`config.mk`:
```
export PLATFORM = sky130hd
export DESIGN_NAME = rotation_locked_line_timer_core
export DESIGN_NICKNAME = d
export VERILOG_FILES = /design/src/rllt_pkg.sv /design/src/rotation_locked_line_timer_core.sv /design/src/rllt_cdiv.sv
export SDC_FILE = /design/constraint.sdc
export NUM_CORES = 1
export LEC_CHECK = 0
export ABC_AREA = 1
export BUFFER_PORTS_ARGS = -buffer_cell sky130_fd_sc_hd__buf_2
export CORE_MARGIN = 3
export CORE_UTILIZATION = 35
export CTS_BUF_LIST = sky130_fd_sc_hd__clkbuf_4
export CTS_CLUSTER_DIAMETER = 120
export DETAILED_ROUTE_END_ITERATION = 7
export HOLD_SLACK_MARGIN = 0.15
export MAX_ROUTING_LAYER = met4
export PLACE_DENSITY = 0.48
export SLEW_MARGIN = 40
export SYNTH_ARGS = -nofsm -noshare
export SYNTH_HDL_FRONTEND = slang
export SYNTH_SLANG_ARGS = --single-unit
```
`constraint.sdc`:
```
create_clock -name clk -period 20.7 [get_ports clk]
set_input_delay 4.14 -clock clk [delete_from_list [all_inputs] [get_ports clk]]
set_output_delay 4.14 -clock clk [all_outputs]
set_load 0.01 [all_outputs]
```
`src/rllt_pkg.sv`:
```
`timescale 1ns / 1ps
`default_nettype none

package rllt_pkg;

    // field widths
    localparam int IDX_W    = 11;
    localparam int PERIOD_W = 16;
    localparam int PART_W   = 16;

    // period limits
    localparam logic [PERIOD_W-1:0] PERIOD_MAX   = 16'd65500;
    localparam logic [PERIOD_W-1:0] PERIOD_RESET = 16'd30000;

    // smoothing bands on the period difference
    localparam logic [PERIOD_W-1:0] FINE_BAND   = 16'd10;
    localparam logic [PERIOD_W-1:0] COARSE_BAND = 16'd100;

    // request kinds
    typedef enum logic [0:0] {
        OP_TICK  = 1'b0,
        OP_PULSE = 1'b1
    } op_t;

endpackage

`default_nettype wire

```
`src/rotation_locked_line_timer_core.sv`:
```
`timescale 1ns / 1ps
`default_nettype none

// channel | signals                                   | direction
// --------+-------------------------------------------+----------
// in      | in_valid, in_ready, op, partial_count     | into core
// out     | out_valid, out_ready, line_index,          | out of core
//         |   line_period, resynced                   |
// cfg     | cfg_valid, cfg_ready, line_offset         | into core
//
// one request per cycle sustained while the output is not stalled; a request
// that is taken sits in the input register and moves on into the output register
// the pulse path is one reciprocal multiply plus add, clamp and blend
// reset (rst_n low, async) restores period 30000, index 0, offset 0
// a stalled output holds the input register; a new request is still taken
// when the held one moves on in the same cycle
// cfg is always ready; the offset is reduced modulo LINES as it is written
// and applies to every pulse that leaves the input register after that edge

module rotation_locked_line_timer_core #(
    parameter int LINES = 1792
) (
    input  wire logic                           clk,
    input  wire logic                           rst_n,

    input  wire logic                           in_valid,
    output logic                                in_ready,
    input  wire rllt_pkg::op_t                  op,
    input  wire logic [rllt_pkg::PART_W-1:0]    partial_count,

    output logic                                out_valid,
    input  wire logic                           out_ready,
    output logic      [rllt_pkg::IDX_W-1:0]     line_index,
    output logic      [rllt_pkg::PERIOD_W-1:0]  line_period,
    output logic                                resynced,

    input  wire logic                           cfg_valid,
    output logic                                cfg_ready,
    input  wire logic [rllt_pkg::IDX_W-1:0]     line_offset
);

    import rllt_pkg::*;

    // revolution time is held as quotient and remainder by LINES, so the
    // pulse only has to divide the small leftover, never the full 32-bit sum
    localparam int RW  = $clog2(LINES);       // remainder width
    localparam int QW  = 17;                  // quotient, saturating
    localparam int XW  = 18;                  // leftover dividend width
    localparam int LW  = $clog2(LINES + 1);   // width holding LINES itself
    localparam int IW1 = LW > IDX_W + 1 ? LW : IDX_W + 1;

    // input register
    logic              stg_valid_reg;
    op_t               stg_op_reg;
    logic [PART_W-1:0] stg_part_reg;
    logic              fire;

    // output register
    logic                out_valid_reg;
    logic [IDX_W-1:0]    line_index_reg;
    logic [PERIOD_W-1:0] line_period_reg;
    logic                resynced_reg;

    // timer state
    logic [QW-1:0]       q_reg, q_next;
    logic [RW-1:0]       r_reg, r_next;
    logic [XW-1:0]       extra_reg, extra_next;   // ticks added while split is stale
    logic [PERIOD_W-1:0] period_reg, period_next;
    logic [IDX_W-1:0]    line_reg, line_next;

    // split of the current period into quotient and remainder by LINES
    logic [PERIOD_W-1:0] pq1_reg;
    logic [PERIOD_W-1:0] pq_reg;
    logic [RW-1:0]       pr_reg;
    logic [1:0]          split_wait_reg, split_wait_next;
    logic [PERIOD_W-1:0] pq1_next;
    logic [RW-1:0]       pr_next;

    // line offset, reduced modulo LINES as it is written
    logic [IDX_W-1:0]    off_reg;
    logic [IDX_W-1:0]    off_q;
    logic [IDX_W-1:0]    off_mod;

    // pulse datapath
    logic [XW-1:0]       left_sum;
    logic [XW-1:0]       left_q;
    logic [QW+1:0]       total_q;
    logic [PERIOD_W-1:0] fresh;
    logic [PERIOD_W-1:0] diff;
    logic [21:0]         blend_fine;
    logic [19:0]         blend_coarse;
    logic [PERIOD_W-1:0] period_pulse;

    // tick datapath
    logic [RW:0]         r_sum;
    logic                r_carry;
    logic [QW:0]         q_sum;
    logic [IW1-1:0]      line_inc;

    // handshakes
    assign fire      = stg_valid_reg && (!out_valid_reg || out_ready);
    assign in_ready  = !stg_valid_reg || fire;
    assign cfg_ready = 1'b1;

    assign out_valid   = out_valid_reg;
    assign line_index  = line_index_reg;
    assign line_period = line_period_reg;
    assign resynced    = resynced_reg;

    // dividers by LINES
    rllt_cdiv #(.LINES(LINES), .XW(XW)) u_div_left (
        .x    (left_sum),
        .quot (left_q)
    );

    rllt_cdiv #(.LINES(LINES), .XW(PERIOD_W)) u_div_period (
        .x    (period_reg),
        .quot (pq1_next)
    );

    rllt_cdiv #(.LINES(LINES), .XW(IDX_W)) u_div_offset (
        .x    (line_offset),
        .quot (off_q)
    );

    // remainders: period from its registered quotient, offset on the write
    assign pr_next = RW'(32'(period_reg) - 32'(pq1_reg) * 32'(LINES));
    assign off_mod = IDX_W'(32'(line_offset) - 32'(off_q) * 32'(LINES));

    // pulse: new period from leftover plus accumulated quotient
    always_comb
    begin
        left_sum = XW'(r_reg) + extra_reg + XW'(stg_part_reg);
        total_q  = (QW + 2)'(q_reg) + (QW + 2)'(left_q);
        if (total_q > (QW + 2)'(PERIOD_MAX))
        begin
            fresh = PERIOD_MAX;
        end
        else
        begin
            fresh = total_q[PERIOD_W-1:0];
        end

        if (fresh > period_reg)
        begin
            diff = fresh - period_reg;
        end
        else
        begin
            diff = period_reg - fresh;
        end

        blend_fine   = ((22'(period_reg) << 6) - 22'(period_reg) + 22'(fresh)) >> 6;
        blend_coarse = ((20'(period_reg) << 4) - 20'(period_reg) + 20'(fresh)) >> 4;

        if (diff < FINE_BAND)
        begin
            period_pulse = blend_fine[PERIOD_W-1:0];
        end
        else if (diff < COARSE_BAND)
        begin
            period_pulse = blend_coarse[PERIOD_W-1:0];
        end
        else
        begin
            period_pulse = fresh;
        end
    end

    // tick: add the split period, carry the remainder into the quotient, step the line
    always_comb
    begin
        r_sum   = (RW + 1)'(r_reg) + (RW + 1)'(pr_reg);
        r_carry = r_sum >= (RW + 1)'(LINES);
        q_sum   = (QW + 1)'(q_reg) + (QW + 1)'(pq_reg) + (QW + 1)'(r_carry);
        line_inc = IW1'(line_reg) + IW1'(1);
    end

    // state update
    always_comb
    begin
        q_next          = q_reg;
        r_next          = r_reg;
        extra_next      = extra_reg;
        period_next     = period_reg;
        line_next       = line_reg;
        split_wait_next = (split_wait_reg != 2'd0) ? split_wait_reg - 2'd1 : 2'd0;

        if (fire)
        begin
            case (stg_op_reg)
                OP_TICK:
                begin
                    if (split_wait_reg != 2'd0)
                    begin
                        // period just changed, its split is not ready yet
                        extra_next = extra_reg + XW'(period_reg);
                    end
                    else
                    begin
                        r_next = r_carry ? RW'(r_sum - (RW + 1)'(LINES)) : RW'(r_sum);
                        q_next = q_sum[QW] ? {QW{1'b1}} : q_sum[QW-1:0];
                    end
                    if (line_inc == IW1'(LINES))
                    begin
                        line_next = '0;
                    end
                    else
                    begin
                        line_next = line_inc[IDX_W-1:0];
                    end
                end
                OP_PULSE:
                begin
                    period_next     = period_pulse;
                    q_next          = '0;
                    r_next          = '0;
                    extra_next      = '0;
                    line_next       = off_reg;
                    split_wait_next = 2'd2;
                end
                default:
                begin
                    line_next = line_reg;
                end
            endcase
        end
    end

    // input register
    always_ff @(posedge clk or negedge rst_n)
    begin
        if (!rst_n)
        begin
            stg_valid_reg <= 1'b0;
        end
        else if (in_ready)
        begin
            stg_valid_reg <= in_valid;
        end
    end

    always_ff @(posedge clk)
    begin
        if (in_valid && in_ready)
        begin
            stg_op_reg   <= op;
            stg_part_reg <= partial_count;
        end
    end

    // output register
    always_ff @(posedge clk or negedge rst_n)
    begin
        if (!rst_n)
        begin
            out_valid_reg <= 1'b0;
        end
        else if (fire)
        begin
            out_valid_reg <= 1'b1;
        end
        else if (out_ready)
        begin
            out_valid_reg <= 1'b0;
        end
    end

    always_ff @(posedge clk)
    begin
        if (fire)
        begin
            line_index_reg  <= line_next;
            line_period_reg <= period_next;
            resynced_reg    <= (stg_op_reg == OP_PULSE);
        end
    end

    // timer state and period split
    always_ff @(posedge clk or negedge rst_n)
    begin
        if (!rst_n)
        begin
            q_reg          <= '0;
            r_reg          <= '0;
            extra_reg      <= '0;
            period_reg     <= PERIOD_RESET;
            line_reg       <= '0;
            split_wait_reg <= 2'd0;
            pq1_reg        <= PERIOD_W'(32'(PERIOD_RESET) / LINES);
            pq_reg         <= PERIOD_W'(32'(PERIOD_RESET) / LINES);
            pr_reg         <= RW'(32'(PERIOD_RESET) % LINES);
            off_reg        <= '0;
        end
        else
        begin
            q_reg          <= q_next;
            r_reg          <= r_next;
            extra_reg      <= extra_next;
            period_reg     <= period_next;
            line_reg       <= line_next;
            split_wait_reg <= split_wait_next;
            pq1_reg        <= pq1_next;
            pq_reg         <= pq1_reg;
            pr_reg         <= pr_next;
            if (cfg_valid && cfg_ready)
            begin
                off_reg <= off_mod;
            end
        end
    end

endmodule

`default_nettype wire

```
`src/rllt_cdiv.sv`:
```
`timescale 1ns / 1ps
`default_nettype none

// floor(x / LINES) by reciprocal multiply, exact for every x below 2**XW
module rllt_cdiv #(
    parameter int LINES = 1792,
    parameter int XW    = 16
) (
    input  wire logic [XW-1:0] x,
    output logic      [XW-1:0] quot
);

    localparam int          LOG = $clog2(LINES);
    localparam int          SH  = XW + LOG;
    localparam int          MW  = XW + 1;
    localparam int          PW  = 2 * XW + 1;
    localparam logic [63:0] M   = ((64'd1 << SH) + 64'(LINES) - 64'd1) / 64'(LINES);

    logic [PW-1:0] prod;

    assign prod = PW'(x) * PW'(M[MW-1:0]);
    assign quot = XW'(prod >> SH);

endmodule

`default_nettype wire

```
# Word level (Yosys, flattened, before mapping)
# Index checks and enable logic that the tools add are counted.
# totals
mem_bits_rw	0
ff_bits	156
memories	0
in_bits	33
latchBits	0
romBits	0
# classes
div	0
mux	22
eq_ne	3
order_cmp	5
bitwise_logic	1
shift	0
n_mul	5
reduce_logical	10
add_sub_neg	18
# op_table
operator	n
16-bit 2-to-1 mux	6
11-bit 2-to-1 mux	4
11-bit case mux with 2 select lines	2
18-bit by 16-bit adder with 18-bit output	2
18-bit by 18-bit multiplier with 36-bit output, second input constant	1
18-bit case mux with 2 select lines	1
17-bit 2-to-1 mux	2
17-bit case mux with 2 select lines	1
16-bit by 17-bit multiplier with 33-bit output, second input constant	1
16-bit subtractor	2
11-bit by 12-bit multiplier with 23-bit output, second input constant	1
22-bit by 16-bit adder with 22-bit output	1
11-bit subtractor	2
22-bit by 16-bit subtractor with 22-bit output	1
20-bit by 16-bit adder with 20-bit output	1
20-bit by 16-bit subtractor with 20-bit output	1
11-bit by 18-bit adder with 18-bit output	1
17-bit by 6-bit adder with 18-bit output	1
17-bit by 8-bit adder with 18-bit output	1
18-bit by 1-bit adder with 18-bit output	1
18-bit by 16-bit > comparator with 1-bit output, second input constant	1
18-bit 2-to-1 mux	1
16-bit > comparator	1
16-bit by 4-bit less-than comparator with 1-bit output, second input constant	1
18 further kinds	27

# Logic depth before layout (Yosys ltp)
# depth
ltp_word	13
depth_mapped	80
mapped_depth_nobuf	79

# Modules after synthesis
# A second synthesis with hierarchy kept.
# unflattened
cells_unflattened	3141
hier_area_um2	24549.8
# modules_own_cells
mod	instances	cells_each	seq_area_each_um2	area_each_um2
rotation_locked_line_timer_core	1	1842	4645.7	14472.6
rllt_cdiv at u_div_left	1	574	0.0	4570.6
rllt_cdiv at u_div_period	1	552	0.0	3996.3
rllt_cdiv at u_div_offset	1	173	0.0	1510.2

# Worst setup path after synthesis
# OpenSTA, ideal clock, no wires.
# synth_path
kind	register -> register
startpoint	register r_reg[1]
endpoint	register line_period_reg[15] (netlist: line_period[15]), data pin
path_stages_with_launch	71
synth_period_minus_slack_ns	12.045
arrival_time_ns	11.788
path_slack_ns	8.655
t_required_ns	20.443
cell_sequence	dfrtp_1 inv_1 fa_1 inv_1 ha_1 fa_1 a21oi_1 o21bai_1 nand2_1 o211ai_1 a21oi_1 o21bai_1 nand2_1 nand2_1 a21oi_1 or2_2 nand2_1 a21o_1 [35 not listed] a31oi_1 o21ai_0 a21oi_1 inv_1 a21oi_1 inv_1 a21oi_1 o21ai_0 nand2_1 nand2_1 a21oi_1 o21ai_0 a21oi_1 o21ai_0 xnor2_1 nand3_1 nand3_1 nand2_1
# synth_via
elab_chain_len	13
word_cells_on_any_way	18
# synth_lines
item	line_no	source
start: declaration	rotation_locked_line_timer_core.sv:66	logic [RW-1:0] r_reg, r_next;
start signal: assignment	rotation_locked_line_timer_core.sv:298	r_reg <= r_next;
11-bit by 18-bit adder with 18-bit output (*)	rotation_locked_line_timer_core.sv:133	left_sum = XW'(r_reg) + extra_reg + XW'(stg_part_reg);
18-bit by 16-bit adder with 18-bit output (*)	rotation_locked_line_timer_core.sv:133	
18-bit by 18-bit multiplier with 36-bit output (*)	rllt_cdiv.sv:21	assign prod = PW'(x) * PW'(M[MW-1:0]);
17-bit by 8-bit adder with 18-bit output (*)	rotation_locked_line_timer_core.sv:134	total_q = (QW + 2)'(q_reg) + (QW + 2)'(left_q);
18-bit by 16-bit > comparator with 1-bit output	rotation_locked_line_timer_core.sv:135	if (total_q > (QW + 2)'(PERIOD_MAX))
16-bit 2-to-1 mux (*)	rotation_locked_line_timer_core.sv:135	
16-bit subtractor (tied with other cells)	rotation_locked_line_timer_core.sv:150	diff = period_reg - fresh;
16-bit 2-to-1 mux	rotation_locked_line_timer_core.sv:144	if (fresh > period_reg)
16-bit by 7-bit less-than comparator with 1-bit output	rotation_locked_line_timer_core.sv:160	else if (diff < COARSE_BAND)
16-bit 2-to-1 mux	rotation_locked_line_timer_core.sv:160	
16-bit 2-to-1 mux (*)	rotation_locked_line_timer_core.sv:156	if (diff < FINE_BAND)
16-bit 2-to-1 mux (*)	rotation_locked_line_timer_core.sv:191	case (stg_op_reg)
16-bit 2-to-1 mux (*)	rotation_locked_line_timer_core.sv:189	if (fire)
via period_next[15]	rotation_locked_line_timer_core.sv:68	logic [PERIOD_W-1:0] period_reg, period_next;
end signal: assignment	rotation_locked_line_timer_core.sv:274	line_period_reg <= period_next;
end: declaration	rotation_locked_line_timer_core.sv:61	logic [PERIOD_W-1:0] line_period_reg;
# Mark *: on every way through the listed nets, which the timed path passes. The rest lies on a longest branch.
# A chain may end at the register's enable or synchronous reset.

# Worst setup path after layout
# layout_path
startpoint	register extra_reg[2]
endpoint	register line_period_reg[10] (netlist: line_period[10]), data pin
# layout_via
elab_chain_len	13
word_cells_on_any_way	18
# layout_lines
item	line_no	source
start: declaration	rotation_locked_line_timer_core.sv:67	logic [XW-1:0] extra_reg, extra_next;
start signal: assignment	rotation_locked_line_timer_core.sv:299	extra_reg <= extra_next;
11-bit by 18-bit adder with 18-bit output (*)	rotation_locked_line_timer_core.sv:133	
18-bit by 16-bit adder with 18-bit output (*)	rotation_locked_line_timer_core.sv:133	
18-bit by 18-bit multiplier with 36-bit output (*)	rllt_cdiv.sv:21	
17-bit by 8-bit adder with 18-bit output (*)	rotation_locked_line_timer_core.sv:134	
18-bit by 16-bit > comparator with 1-bit output	rotation_locked_line_timer_core.sv:135	
16-bit 2-to-1 mux (*)	rotation_locked_line_timer_core.sv:135	
16-bit subtractor (tied with other cells)	rotation_locked_line_timer_core.sv:150	
16-bit 2-to-1 mux	rotation_locked_line_timer_core.sv:144	
16-bit by 7-bit less-than comparator with 1-bit output	rotation_locked_line_timer_core.sv:160	
16-bit 2-to-1 mux	rotation_locked_line_timer_core.sv:160	
16-bit 2-to-1 mux (*)	rotation_locked_line_timer_core.sv:156	
16-bit 2-to-1 mux (*)	rotation_locked_line_timer_core.sv:191	
16-bit 2-to-1 mux (*)	rotation_locked_line_timer_core.sv:189	
via period_next[10]	rotation_locked_line_timer_core.sv:68	
# Marks and branches as above.

==> impl_metrics.ini <==
[finish]
drive_above_1_share_pct = 6.86
n_fill_cell = 6358
largest_reg_flops = 18
multi_input_area_mm2 = 0.0155
fin_nets = 3316
final_cell_area_mm2 = 0.0233
final_common_cell = inv_1
final_cell_mix = 526 x inv_1, 455 x nand2_1, 440 x ha_1
seq_area_mm2 = 0.00415
syn_to_final_growth_pct = 7.14

[worst_setup_path]
cp.arrival_ns = 15.36
cp-startpoint = extra_reg[2]
ff2ff_path_depth = 70
crit_end = line_period[10]
r2r_end = line_period[10]
crit_cells = 70
worst_path_max_delay_cell = a2111oi_1
path_delay_family = compound AO/OA/AOI/OAI gates
critPathMaxFanout = 12
r2r_slack_ns = 5.89
path_buf_inv = 10
critPathLaunchType = flip-flop
endpoint_kind = flip-flop
max_stage_delay_ns = 0.65
rr_startpoint = extra_reg[2]
cp.required_ns = 21.25
crit_type = reg -> reg

[detailed_routing]
ant_nets = 0
firstDrtPassIters = 6
vias_per_cell = 4.88
wire_per_inst_um = 17.1
wl_um = 60300
vias = 17234
drtIter0Drc = 939
drcViolationCount = 0

[synthesis]
synth-seq-cells = 156
syn_inst = 2622
synth_area_leaders = ha_1 25%, fa_1 15%, dfrtp_1 11%, inv_1 9.1%, nand2_1 7.8%
seq_area_frac_synth_pct = 19.0
syn_nets = 3254
yosysUniqueCellTypes = 60
synth-edff-count = 45
yosysTopAreaCellShare_pct = 25.3
synth_area_mm2 = 0.0218
syn_avg_cell_area_um2 = 8.31
synth-async-reset-ratio_pct = 71.2
synth_warnings = 0
synth_top_flop_cell = dfrtp_1
yosysTopAreaCell = ha_1

[clock_network]
cts_buffer_depth = 2
holdBufCountCts = 0
cts-resized-gates = 0
cts_setup_buffers = 0
clk_pin_slew_ns = 0.16
clock_sinks = 156
cts_tree = done
htreeDepth = 4
cts_buffers = 17
clk_latency_ns = 0.73
cts_root_buf = clkbuf_4

[die]
coreArea_mm2 = 0.0609
die_w_um = 255
die_area_mm2 = 0.0652
io_pins = 64
fp-row-count = 90
die_h_um = 255
initial_utilization_pct = 35.7

[place]
place.gp.congestion = 0.920
portBuffers = 62
dpl-instance-area_mm2 = 0.0230
dp_hpwl_um = 50400

[sta]
min_period_over_period_pct = 71.6
timing.setup.tns_ns = 0
slew_headroom_pct = 45.2
period_minus_slack_ns = 14.81
report.final.hold_viol_count = 0
skew_ns = 0.0499
timing.fmax_mhz = 67.5
worst_pin_slew_ns = 0.816
rsz0062_at_grt = no
setup_viol = 0
finalMaxSlewViolations = 0
hold_ws_ns = 0.387

[status]
status = finished clean

[grt]
antenna_found_initial = 2
grt_pass1_vias = 17635
gr-total-overflow = 0
grt_pass1_wl_um = 97100
grt_start_max_net_pins = 68
grt_usage_pct = 19.4

[worst_hold_path]
hold_path_class = reg -> reg

[job]
max_cap_violations = 0
cell type report:
cell class                      count  area share, %
Multi-Input combinational cell   1909           66.4
Clock buffer                       19          0.611
Timing Repair Buffer               71           1.65
Sequential cell                   156           17.8
Inverter                          529           8.51
Clock inverter                     13          0.568
Antenna cell                        3         0.0322
Tap cell                          828           4.44
kinds of logic (layout without fill, tap and decap cells):
family	Yosys count	after routing	synth area share (%)
AOI/OAI and AO/OA	363	363	10.2
xor gates and xnor gates	108	108	4.34
adders and majority gates	599	599	39.9
buffers and inverters	557	632	9.87
DFF	156	156	19.0
other	1	4	0.0172
and+or+nand+nor	838	838	16.7
cell usage after synthesis (all sizes together) (4+ instances only):
library cell	instances
a211oi	7
a21boi	16
a21o	14
a21oi	141
a221oi	4
a22o	4
a31oi	6
a32o	5
buf	13
clkbuf	15
dfrtp	98
dfstp	13
edfxtp	45
fa	159
ha	440
inv	528
nand2	470
nand3	121
nand3b	4
nand4	24
nor2	178
nor3	17
nor4	8
o211ai	12
o21ai	100
o21bai	22
o221ai	6
o22ai	8
o31ai	5
or2	10
xnor2	26
xor2	82
per-stage QoR:
| stage | worst slack (ns) | instances | utilization, % |
|---|---|---|---|
| global placement | 5.73 | 3493 | 37.8 |
| CTS | 5.91 | 3525 | 38.3 |
| detailed placement | 5.97 | 3493 | 37.8 |
| global route | 4.49 | 3528 | 38.3 |
| floorplan | 8.65 | 2622 | - |
| finish | 5.89 | 3528 | 38.3 |
worst reg2reg max path: cells and delay by family (launching register included):
kind            cells  cell delay (ns)
compound gates     23             5.59
fa+ha+maj          11             4.08
flops               1             0.47
simple gates       22             2.42
buf+inv            10             0.70
xor+xnor            4             1.37
layer usage:
metal / part of all wire (%) / wire, µm / GRT usage [%]
met2: 47 / 28400 / 31.8
met5: 0 / 0 / -
met1: 48 / 28700 / 25.4
met4: 1.9 / 1150 / 4.70
met3: 3.3 / 2000 / 2.75
worst min path at each step:
stage	start	endpoint	slack (ns)	cells after the start
4_1_cts	pq1_reg[3]	pq_reg[3]	0.39	0
3_3_place_gp	pq1_reg[3]	pq_reg[3]	0.35	0
2_1_floorplan	pq1_reg[3]	pq_reg[3]	0.33	0
3_5_place_dp	pq1_reg[3]	pq_reg[3]	0.35	0
6_report	pq1_reg[3]	pq_reg[3]	0.39	0
5_1_grt	pq1_reg[3]	pq_reg[3]	0.40	0
Power is left out: the tool's default activity adds up to more than one toggle a clock period on the data nets, which glitch-free logic cannot reach.
